[src/rtl/wpfe_pkg.sv]
// ----------------------------------------------------------------------------
// wpfe_pkg
// Shared widths, the sequencer state type and a small helper for the window
// peak feature extractor.
// ----------------------------------------------------------------------------
package wpfe_pkg;

  // Sample and baseline width (two's complement)
  localparam int unsigned SampleW      = 16;
  localparam int unsigned MaxWindowDef = 256;

  // Result field widths
  localparam int unsigned ProminenceW = 17;
  localparam int unsigned IndexW      = 8;
  localparam int unsigned LengthW     = 9;
  localparam int unsigned AreaW       = 25;
  localparam int unsigned EnergyW     = 39;
  localparam int unsigned DeviationW  = 18;

  typedef enum logic [2:0] {
    ST_IDLE,
    ST_UPD,
    ST_ACC,
    ST_DIV,
    ST_SQRT,
    ST_FIN
  } wpfe_state_e;

  // Magnitude of a signed sample; the most negative value maps to 2**(SampleW-1)
  function automatic logic [SampleW-1:0] abs_s(logic signed [SampleW-1:0] v);
    return v[SampleW-1] ? (~v + 1'b1) : v;
  endfunction

endpackage

[src/rtl/window_peak_feature_extractor.sv]
// ----------------------------------------------------------------------------
// window_peak_feature_extractor
// Per-window peak, excursion, step, area, energy and RMS features over a
// stream of signed samples.
// ----------------------------------------------------------------------------
// Usage:
//   Input channel (in_valid_i / in_ready_o) takes one sample word with a
//   last-sample marker. A window closes on the marked word or on the
//   MAX_WINDOW-th word, whichever comes first.
//   Each sample word is accepted, then its running values are updated, then
//   its square is accumulated; in_ready_o is low during the update and the
//   accumulation.
//   On a closing word the block runs one shared subtractor: first a restoring
//   divide of the energy by the length, one quotient bit a cycle, then a
//   digit-by-digit square root. The result word is loaded into the output
//   register after the root; no new word is taken before that.
//   A result word waiting in the output register does not hold up the next
//   window; only the following window close waits until it is taken.
//   cfg_we_i / cfg_wdata_i write the baseline level; write it while idle.
//   Reset clears the window state, the baseline level and the output valid.
// ----------------------------------------------------------------------------
module window_peak_feature_extractor
  import wpfe_pkg::*;
#(
  parameter int unsigned MAX_WINDOW = MaxWindowDef
) (
  input  logic                          clk_i,
  input  logic                          rst_ni,
  input  logic                          in_valid_i,
  output logic                          in_ready_o,
  input  logic signed [SampleW-1:0]     sample_i,
  input  logic                          last_sample_i,
  output logic                          out_valid_o,
  input  logic                          out_ready_i,
  output logic signed [SampleW-1:0]     peak_amplitude_o,
  output logic        [SampleW-1:0]     abs_peak_o,
  output logic        [ProminenceW-1:0] twice_prominence_o,
  output logic signed [SampleW-1:0]     positive_excursion_o,
  output logic signed [SampleW-1:0]     negative_excursion_o,
  output logic        [IndexW-1:0]      peak_index_o,
  output logic        [LengthW-1:0]     window_length_o,
  output logic        [SampleW-1:0]     max_abs_step_o,
  output logic        [AreaW-1:0]       twice_area_o,
  output logic        [SampleW-1:0]     rms_value_o,
  output logic        [EnergyW-1:0]     energy_o,
  output logic signed [DeviationW-1:0]  twice_baseline_deviation_o,
  input  logic                          cfg_we_i,
  input  logic signed [SampleW-1:0]     cfg_wdata_i
);

  localparam int unsigned SW     = SampleW;
  localparam int unsigned CNT_W  = $clog2(MAX_WINDOW + 1);
  localparam int unsigned IDX_W  = $clog2(MAX_WINDOW);
  localparam int unsigned ASUM_W = SW + IDX_W;
  localparam int unsigned SQ_W   = 2 * SW - 1 + IDX_W;
  localparam int unsigned Q_W    = 2 * SW - 1;
  localparam int unsigned ALU_W  = ((CNT_W + 1 > Q_W) ? CNT_W + 1 : Q_W) + 1;
  localparam int unsigned ITER_W = $clog2(SQ_W);
  localparam int unsigned DEV_W  = SW + 2;

  wpfe_state_e state_q, state_d;

  // Control
  logic upd_en, acc_en, div_en, sqrt_en, fin_go;
  logic out_valid_q, out_valid_d;
  logic closing_q, closing_d;
  logic [ITER_W-1:0] iter_q, iter_d;

  // Window state
  logic        [CNT_W-1:0]  count_q, count_d;
  logic signed [SW-1:0]     first_q, first_d;
  logic signed [SW-1:0]     prev_q, prev_d;
  logic        [SW-1:0]     best_abs_q, best_abs_d;
  logic signed [SW-1:0]     best_sgn_q, best_sgn_d;
  logic        [IDX_W-1:0]  best_idx_q, best_idx_d;
  logic signed [SW-1:0]     max_q, max_d;
  logic signed [SW-1:0]     min_q, min_d;
  logic        [SW-1:0]     step_q, step_d;
  logic        [ASUM_W-1:0] abs_sum_q, abs_sum_d;
  logic        [SQ_W-1:0]   sq_sum_q, sq_sum_d;
  logic signed [SW-1:0]     base_q;

  // Datapath payload
  logic signed [SW-1:0]    x_q;
  logic                    last_q;
  logic        [2*SW-1:0]  sq_q, sq_d;
  logic signed [DEV_W-1:0] dev_q, dev_d;
  logic        [SW:0]      edge_q, edge_d;
  logic        [SQ_W-1:0]  dq_q, dq_d;
  logic        [CNT_W-1:0] rem_q, rem_d;
  logic        [Q_W-1:0]   xr_q, xr_d;
  logic        [Q_W-1:0]   r_q, r_d;
  logic        [Q_W-1:0]   bit_q, bit_d;

  // Output register
  logic signed [SW-1:0]          o_peak_q;
  logic        [SW-1:0]          o_abs_q;
  logic        [ProminenceW-1:0] o_prom_q;
  logic signed [SW-1:0]          o_max_q;
  logic signed [SW-1:0]          o_min_q;
  logic        [IndexW-1:0]      o_idx_q;
  logic        [LengthW-1:0]     o_len_q;
  logic        [SW-1:0]          o_step_q;
  logic        [AreaW-1:0]       o_area_q;
  logic        [SW-1:0]          o_rms_q;
  logic        [EnergyW-1:0]     o_energy_q;
  logic signed [DeviationW-1:0]  o_dev_q;

  // Per-sample helpers
  logic        [SW-1:0] ax;
  logic signed [SW:0]   diff_s;
  logic        [SW:0]   diff_abs;

  // Shared subtractor
  logic [CNT_W:0]   rem_shift;
  logic [ALU_W-1:0] alu_a, alu_b, alu_diff;
  logic             alu_ge;

  // Finish helpers
  logic        [DEV_W-1:0] dev_abs;
  logic signed [DEV_W:0]   prom_s;

  // --------------------------------------------------------------------------
  // Sequencer
  // --------------------------------------------------------------------------
  always_comb begin
    state_d = state_q;
    case (state_q)
      ST_IDLE: begin
        if (in_valid_i) state_d = ST_UPD;
      end
      ST_UPD:  state_d = ST_ACC;
      ST_ACC:  state_d = closing_q ? ST_DIV : ST_IDLE;
      ST_DIV: begin
        if (iter_q == '0) state_d = ST_SQRT;
      end
      ST_SQRT: begin
        if (iter_q == '0) state_d = ST_FIN;
      end
      ST_FIN: begin
        if (fin_go) state_d = ST_IDLE;
      end
      default: state_d = ST_IDLE;
    endcase
  end

  always_comb begin
    in_ready_o = 1'b0;
    upd_en     = 1'b0;
    acc_en     = 1'b0;
    div_en     = 1'b0;
    sqrt_en    = 1'b0;
    fin_go     = 1'b0;
    case (state_q)
      ST_IDLE: in_ready_o = 1'b1;
      ST_UPD:  upd_en     = 1'b1;
      ST_ACC:  acc_en     = 1'b1;
      ST_DIV:  div_en     = 1'b1;
      ST_SQRT: sqrt_en    = 1'b1;
      // wait for the output register to free up
      ST_FIN:  fin_go     = !out_valid_q || out_ready_i;
      default: in_ready_o = 1'b0;
    endcase
  end

  // --------------------------------------------------------------------------
  // Datapath
  // --------------------------------------------------------------------------
  assign ax       = abs_s(x_q);
  assign diff_s   = {x_q[SW-1], x_q} - {prev_q[SW-1], prev_q};
  assign diff_abs = diff_s[SW] ? (~diff_s + 1'b1) : diff_s;

  // One subtractor serves the divide (remainder minus length) and the root
  // (radicand minus trial value)
  assign rem_shift = {rem_q, dq_q[SQ_W-1]};
  assign alu_a     = div_en ? ALU_W'(rem_shift) : ALU_W'(xr_q);
  assign alu_b     = div_en ? ALU_W'(count_q) : ALU_W'(r_q | bit_q);
  assign alu_diff  = alu_a - alu_b;
  assign alu_ge    = !alu_diff[ALU_W-1];

  assign dev_abs = dev_q[DEV_W-1] ? (~dev_q + 1'b1) : dev_q;
  assign prom_s  = $signed({2'b00, best_abs_q, 1'b0}) - $signed({1'b0, dev_abs});

  always_comb begin
    count_d    = count_q;
    first_d    = first_q;
    prev_d     = prev_q;
    best_abs_d = best_abs_q;
    best_sgn_d = best_sgn_q;
    best_idx_d = best_idx_q;
    max_d      = max_q;
    min_d      = min_q;
    step_d     = step_q;
    abs_sum_d  = abs_sum_q;
    sq_sum_d   = sq_sum_q;
    closing_d  = closing_q;
    iter_d     = iter_q;
    sq_d       = sq_q;
    dev_d      = dev_q;
    edge_d     = edge_q;
    dq_d       = dq_q;
    rem_d      = rem_q;
    xr_d       = xr_q;
    r_d        = r_q;
    bit_d      = bit_q;

    if (upd_en) begin
      if (count_q == '0) begin
        first_d    = x_q;
        max_d      = x_q;
        min_d      = x_q;
        best_abs_d = ax;
        best_sgn_d = x_q;
        best_idx_d = '0;
      end else begin
        if (diff_abs[SW-1:0] > step_q) step_d = diff_abs[SW-1:0];
        if (x_q > max_q) max_d = x_q;
        if (x_q < min_q) min_d = x_q;
        // strict compare keeps the earliest peak on ties
        if (ax > best_abs_q) begin
          best_abs_d = ax;
          best_sgn_d = x_q;
          best_idx_d = IDX_W'(count_q);
        end
      end
      abs_sum_d = abs_sum_q + ASUM_W'(ax);
      sq_d      = (2 * SW)'(ax) * (2 * SW)'(ax);
      prev_d    = x_q;
      count_d   = count_q + 1'b1;
      closing_d = last_q || (count_q == CNT_W'(MAX_WINDOW - 1));
    end

    if (acc_en) begin
      sq_sum_d = sq_sum_q + SQ_W'(sq_q);
      if (closing_q) begin
        dq_d   = sq_sum_d;
        rem_d  = '0;
        iter_d = ITER_W'(SQ_W - 1);
        dev_d  = DEV_W'(first_q) + DEV_W'(x_q) - (DEV_W'(base_q) <<< 1);
        edge_d = (SW + 1)'(abs_s(first_q)) + (SW + 1)'(ax);
      end
    end

    if (div_en) begin
      dq_d   = {dq_q[SQ_W-2:0], alu_ge};
      rem_d  = alu_ge ? alu_diff[CNT_W-1:0] : rem_shift[CNT_W-1:0];
      iter_d = iter_q - 1'b1;
      if (iter_q == '0) begin
        // quotient is complete: seed the root
        xr_d   = {dq_q[Q_W-2:0], alu_ge};
        r_d    = '0;
        bit_d  = Q_W'(1) << (Q_W - 1);
        iter_d = ITER_W'(SW - 1);
      end
    end

    if (sqrt_en) begin
      if (alu_ge) begin
        xr_d = alu_diff[Q_W-1:0];
        r_d  = (r_q >> 1) | bit_q;
      end else begin
        r_d  = r_q >> 1;
      end
      bit_d  = bit_q >> 2;
      iter_d = iter_q - 1'b1;
    end

    if (fin_go) begin
      count_d    = '0;
      first_d    = '0;
      prev_d     = '0;
      best_abs_d = '0;
      best_sgn_d = '0;
      best_idx_d = '0;
      max_d      = '0;
      min_d      = '0;
      step_d     = '0;
      abs_sum_d  = '0;
      sq_sum_d   = '0;
    end
  end

  always_comb begin
    out_valid_d = out_valid_q;
    if (fin_go) begin
      out_valid_d = 1'b1;
    end else if (out_ready_i) begin
      out_valid_d = 1'b0;
    end
  end

  always_ff @(posedge clk_i or negedge rst_ni) begin
    if (!rst_ni) begin
      state_q     <= ST_IDLE;
      out_valid_q <= 1'b0;
      closing_q   <= 1'b0;
      iter_q      <= '0;
      count_q     <= '0;
      first_q     <= '0;
      prev_q      <= '0;
      best_abs_q  <= '0;
      best_sgn_q  <= '0;
      best_idx_q  <= '0;
      max_q       <= '0;
      min_q       <= '0;
      step_q      <= '0;
      abs_sum_q   <= '0;
      sq_sum_q    <= '0;
      base_q      <= '0;
    end else begin
      state_q     <= state_d;
      out_valid_q <= out_valid_d;
      closing_q   <= closing_d;
      iter_q      <= iter_d;
      count_q     <= count_d;
      first_q     <= first_d;
      prev_q      <= prev_d;
      best_abs_q  <= best_abs_d;
      best_sgn_q  <= best_sgn_d;
      best_idx_q  <= best_idx_d;
      max_q       <= max_d;
      min_q       <= min_d;
      step_q      <= step_d;
      abs_sum_q   <= abs_sum_d;
      sq_sum_q    <= sq_sum_d;
      if (cfg_we_i) base_q <= cfg_wdata_i;
    end
  end

  always_ff @(posedge clk_i) begin
    if (in_valid_i && in_ready_o) begin
      x_q    <= sample_i;
      last_q <= last_sample_i;
    end
    sq_q   <= sq_d;
    dev_q  <= dev_d;
    edge_q <= edge_d;
    dq_q   <= dq_d;
    rem_q  <= rem_d;
    xr_q   <= xr_d;
    r_q    <= r_d;
    bit_q  <= bit_d;
    if (fin_go) begin
      o_peak_q   <= best_sgn_q;
      o_abs_q    <= best_abs_q;
      o_prom_q   <= prom_s[DEV_W] ? '0 : ProminenceW'(prom_s);
      o_max_q    <= max_q;
      o_min_q    <= min_q;
      o_idx_q    <= IndexW'(best_idx_q);
      o_len_q    <= LengthW'(count_q);
      o_step_q   <= step_q;
      o_area_q   <= AreaW'({abs_sum_q, 1'b0}) - AreaW'(edge_q);
      o_rms_q    <= SW'(r_q);
      o_energy_q <= EnergyW'(sq_sum_q);
      o_dev_q    <= DeviationW'(dev_q);
    end
  end

  assign out_valid_o                = out_valid_q;
  assign peak_amplitude_o           = o_peak_q;
  assign abs_peak_o                 = o_abs_q;
  assign twice_prominence_o         = o_prom_q;
  assign positive_excursion_o       = o_max_q;
  assign negative_excursion_o       = o_min_q;
  assign peak_index_o               = o_idx_q;
  assign window_length_o            = o_len_q;
  assign max_abs_step_o             = o_step_q;
  assign twice_area_o               = o_area_q;
  assign rms_value_o                = o_rms_q;
  assign energy_o                   = o_energy_q;
  assign twice_baseline_deviation_o = o_dev_q;

endmodule

[config.mk]
export PLATFORM = sky130hd
export DESIGN_NAME = window_peak_feature_extractor
export DESIGN_NICKNAME = d
export VERILOG_FILES = /design/src/rtl/wpfe_pkg.sv /design/src/rtl/window_peak_feature_extractor.sv
export SDC_FILE = /design/constraint.sdc
export NUM_CORES = 2
export LEC_CHECK = 0
export BUFFER_PORTS_ARGS = -buffer_cell sky130_fd_sc_hd__buf_2
export CORE_MARGIN = 2
export CORE_UTILIZATION = 45
export DETAILED_ROUTE_END_ITERATION = 6
export HOLD_SLACK_MARGIN = 0.02
export PLACE_DENSITY = 0.69
export SETUP_SLACK_MARGIN = 0.2
export SYNTH_ARGS = -nofsm -noshare
export SYNTH_HDL_FRONTEND = slang
export SYNTH_SLANG_ARGS = --single-unit
[constraint.sdc]
create_clock -name clk_i -period 8.9 [get_ports clk_i]
set_input_delay 2.67 -clock clk_i [delete_from_list [all_inputs] [get_ports clk_i]]
set_output_delay 2.67 -clock clk_i [all_outputs]
set_load 0.01 [all_outputs]
==> flow_summary.json <==
{
  "status": "finished, final reports clean",
  "area_growth_pct": 13.01,
  "antenna_found_initial": 5,
  "clkTransAtPathRegs_ns": 0.06,
  "yosys.area.top_type_share_pct": 28.08,
  "synth_warnings": 0,
  "grt_max_degree": 128,
  "vias": 29790,
  "synth_top_area_cell": "edfxtp_1",
  "die_x_um": 306.9,
  "cpMaxStageDelayCell": "fa_1",
  "hold_buffers": 0,
  "drt_iter0_drc": 1979,
  "first_pass_iters": 5,
  "core_area_sq_um": 91250,
  "num_io_pins": 252,
  "worstPathRequired_ns": 9.31,
  "numClockSinks": 636,
  "initial_core_util_pct": 45.25,
  "cp_common_cell": "fa_1",
  "gp_congestion": 0.9391,
  "dieHeight_um": 306.9,
  "avgViaCountPerCell": 5.410,
  "layout-drive-gt1-share_pct": 12.11,
  "rsz0062_at_grt": "no",
  "drc": 0,
  "cts_setup_buffers": 0,
  "grt_pass1_wl_um": 162600,
  "multiInputGateArea_sq_um": 21350,
  "cts_max_level": 3,
  "nNetsFinal": 4810,
  "cts_made_buffers": 73,
  "io_buffers": 251,
  "cts_buffer_depth": 3,
  "finalSetupTns_ns": 0,
  "wl_per_cell_um": 18.71,
  "ys_ff_latch": 636,
  "start_kind": "flip-flop",
  "path_class": "reg -> reg",
  "synthTopCellsByArea": "edfxtp_1, dfrtp_1, ha_1",
  "grt.overflow.total": 0,
  "synth_edf_count": 386,
  "cts_resized": 0,
  "whs_ns": 0.4497,
  "fmax_mhz": 121.7,
  "hold_viol": 0,
  "fin_skew_ns": 0.03561,
  "layout_min_cycle_time_ns": 8.219,
  "min_period_over_period_pct": 92.35,
  "dieArea_sq_um": 94180,
  "yosysMostFrequentCell": "inv_1",
  "async_reset_ff_share_pct": 34.28,
  "ant_nets": 0,
  "postSynthAreaPerCell_sq_um": 10.33,
  "critical-path-max-stage-delay_ns": 0.54,
  "dpl.hpwl_um": 77150,
  "tritoncts": "done",
  "rr_worst_depth": 28,
  "ys_seq_area_share_pct": 42.84,
  "clk_latency_ns": 0.66,
  "grt_usage_pct": 21.88,
  "root_buffer": "clkbuf_16",
  "syn_inst": 3995,
  "finalSetupViolations": 0,
  "hp-class": "reg -> reg",
  "synthFlopType": "edfxtp_1",
  "final_core_util_pct": 51.13,
  "crit_path_max_fanout": 9,
  "slew_headroom_pct": 18.34,
  "crit_path_end_kind": "flip-flop",
  "holdPathStages": 0,
  "arrival_ns": 8.63,
  "maxSlewViolCount": 0,
  "cap_violations": 0,
  "syn_area_sq_um": 41280,
  "seq_area_sq_um": 17690,
  "synth_common_cells": "inv_1, nand2_1, edfxtp_1",
  "totalWireLength_um": 103000,
  "grt_pass1_vias": 29300,
  "worstMarginPinSlew_ns": 1.225,
  "rows": 111,
  "fillers": 8114,
  "ys_types": 98
}
==> per-stage QoR <==
| step | std cells | worst slack, ns | area, sq um |
|---|---|---|---|
| 6_report | 5506 | 0.6807 | 46650 |
| 5_1_grt | 5504 | 0.2033 | 46650 |
| 4_1_cts | 5504 | 0.3931 | 46640 |
| 3_5_place_dp | 5368 | 0.3895 | 44050 |
| 3_3_place_gp | 5368 | 0.5723 | 44050 |
| 2_1_floorplan | 4004 | 0.6502 | 41320 |
==> critical path, delay by kind of cell (launching register included) <==
kind | cells | cell delay (ns)
xor+xnor | 1 | 0.07
compound gates | 6 | 1.24
flops | 1 | 0.44
fa+ha+maj | 7 | 3.37
simple gates | 8 | 2.26
buf+inv | 6 | 0.58
==> flip-flops by register name (all words and copies together) (netlist names), 17 cells and up <==
register and cells:
abs_sum_q 24, dev_q 18, dq_q 39, energy_o 39
r_q 31, sq_q 31, sq_sum_q 39, twice_area_o 25
twice_baseline_deviation_o 17, twice_prominence_o 17, xr_q 31
==> area by class of cell <==
type                       count  share of cell area, %
sequential                   636                  37.91
clock inverter                44                  1.196
timing repair buffer         311                  3.733
multi-input combinational   2760                  45.76
antenna                        2                0.01073
tap                         1186                  3.181
inverter                     475                  3.856
clock buffer                  92                  4.353
==> cell families after synthesis <==
group,synth area share [%]
AND/OR/NAND/NOR,12.15
AO/OA/AOI/OAI,11.50
flip-flops,42.84
buffers and inverters,5.661
adder cells (fa/ha/maj),19.01
XOR/XNOR,5.070
multiplexers,3.749
other,0.01819
==> placed cells by master (no fill, tap or decap), drive strengths merged, types with 54 or more instances in the layout <==
master  count
inv       478
nand2     425
ha        328
mux2i     131
xor2       86
buf       311
nand3      54
edfxtp    386
a21oi     233
clkbuf     92
a21o       84
xnor2     153
o21ai     175
dfrtp     218
nor2      323
fa        187
==> final timing paths <==
kind	start	end	slack (ns)
setup / recovery	x_q[4]$_DFFE_PP_	sq_q[31]$_DFFE_PP_	0.68
hold / removal	best_sgn_q[4]$_DFFE_PN0P_	peak_amplitude_o[4]$_DFFE_PP_	0.45
setup reg to reg	x_q[4]$_DFFE_PP_	sq_q[31]$_DFFE_PP_	0.68
hold reg to reg	best_sgn_q[4]$_DFFE_PN0P_	peak_amplitude_o[4]$_DFFE_PP_	0.45
max in group asynchronous	rst_ni	sq_sum_q[37]$_DFFE_PN0P_	5.54
min in group asynchronous	rst_ni	base_q[15]$_DFFE_PN0P_	2.11
==> metal layers <==
layer  track usage (%)  share of wire, %
met1             29.85                44
met2             35.87                48
met3             3.067               5.0
met4             7.444               3.2
met5                 0             0.052
Power is not shown: default switching activity piles up to over one toggle a cycle in this logic, so the estimate is an artifact.
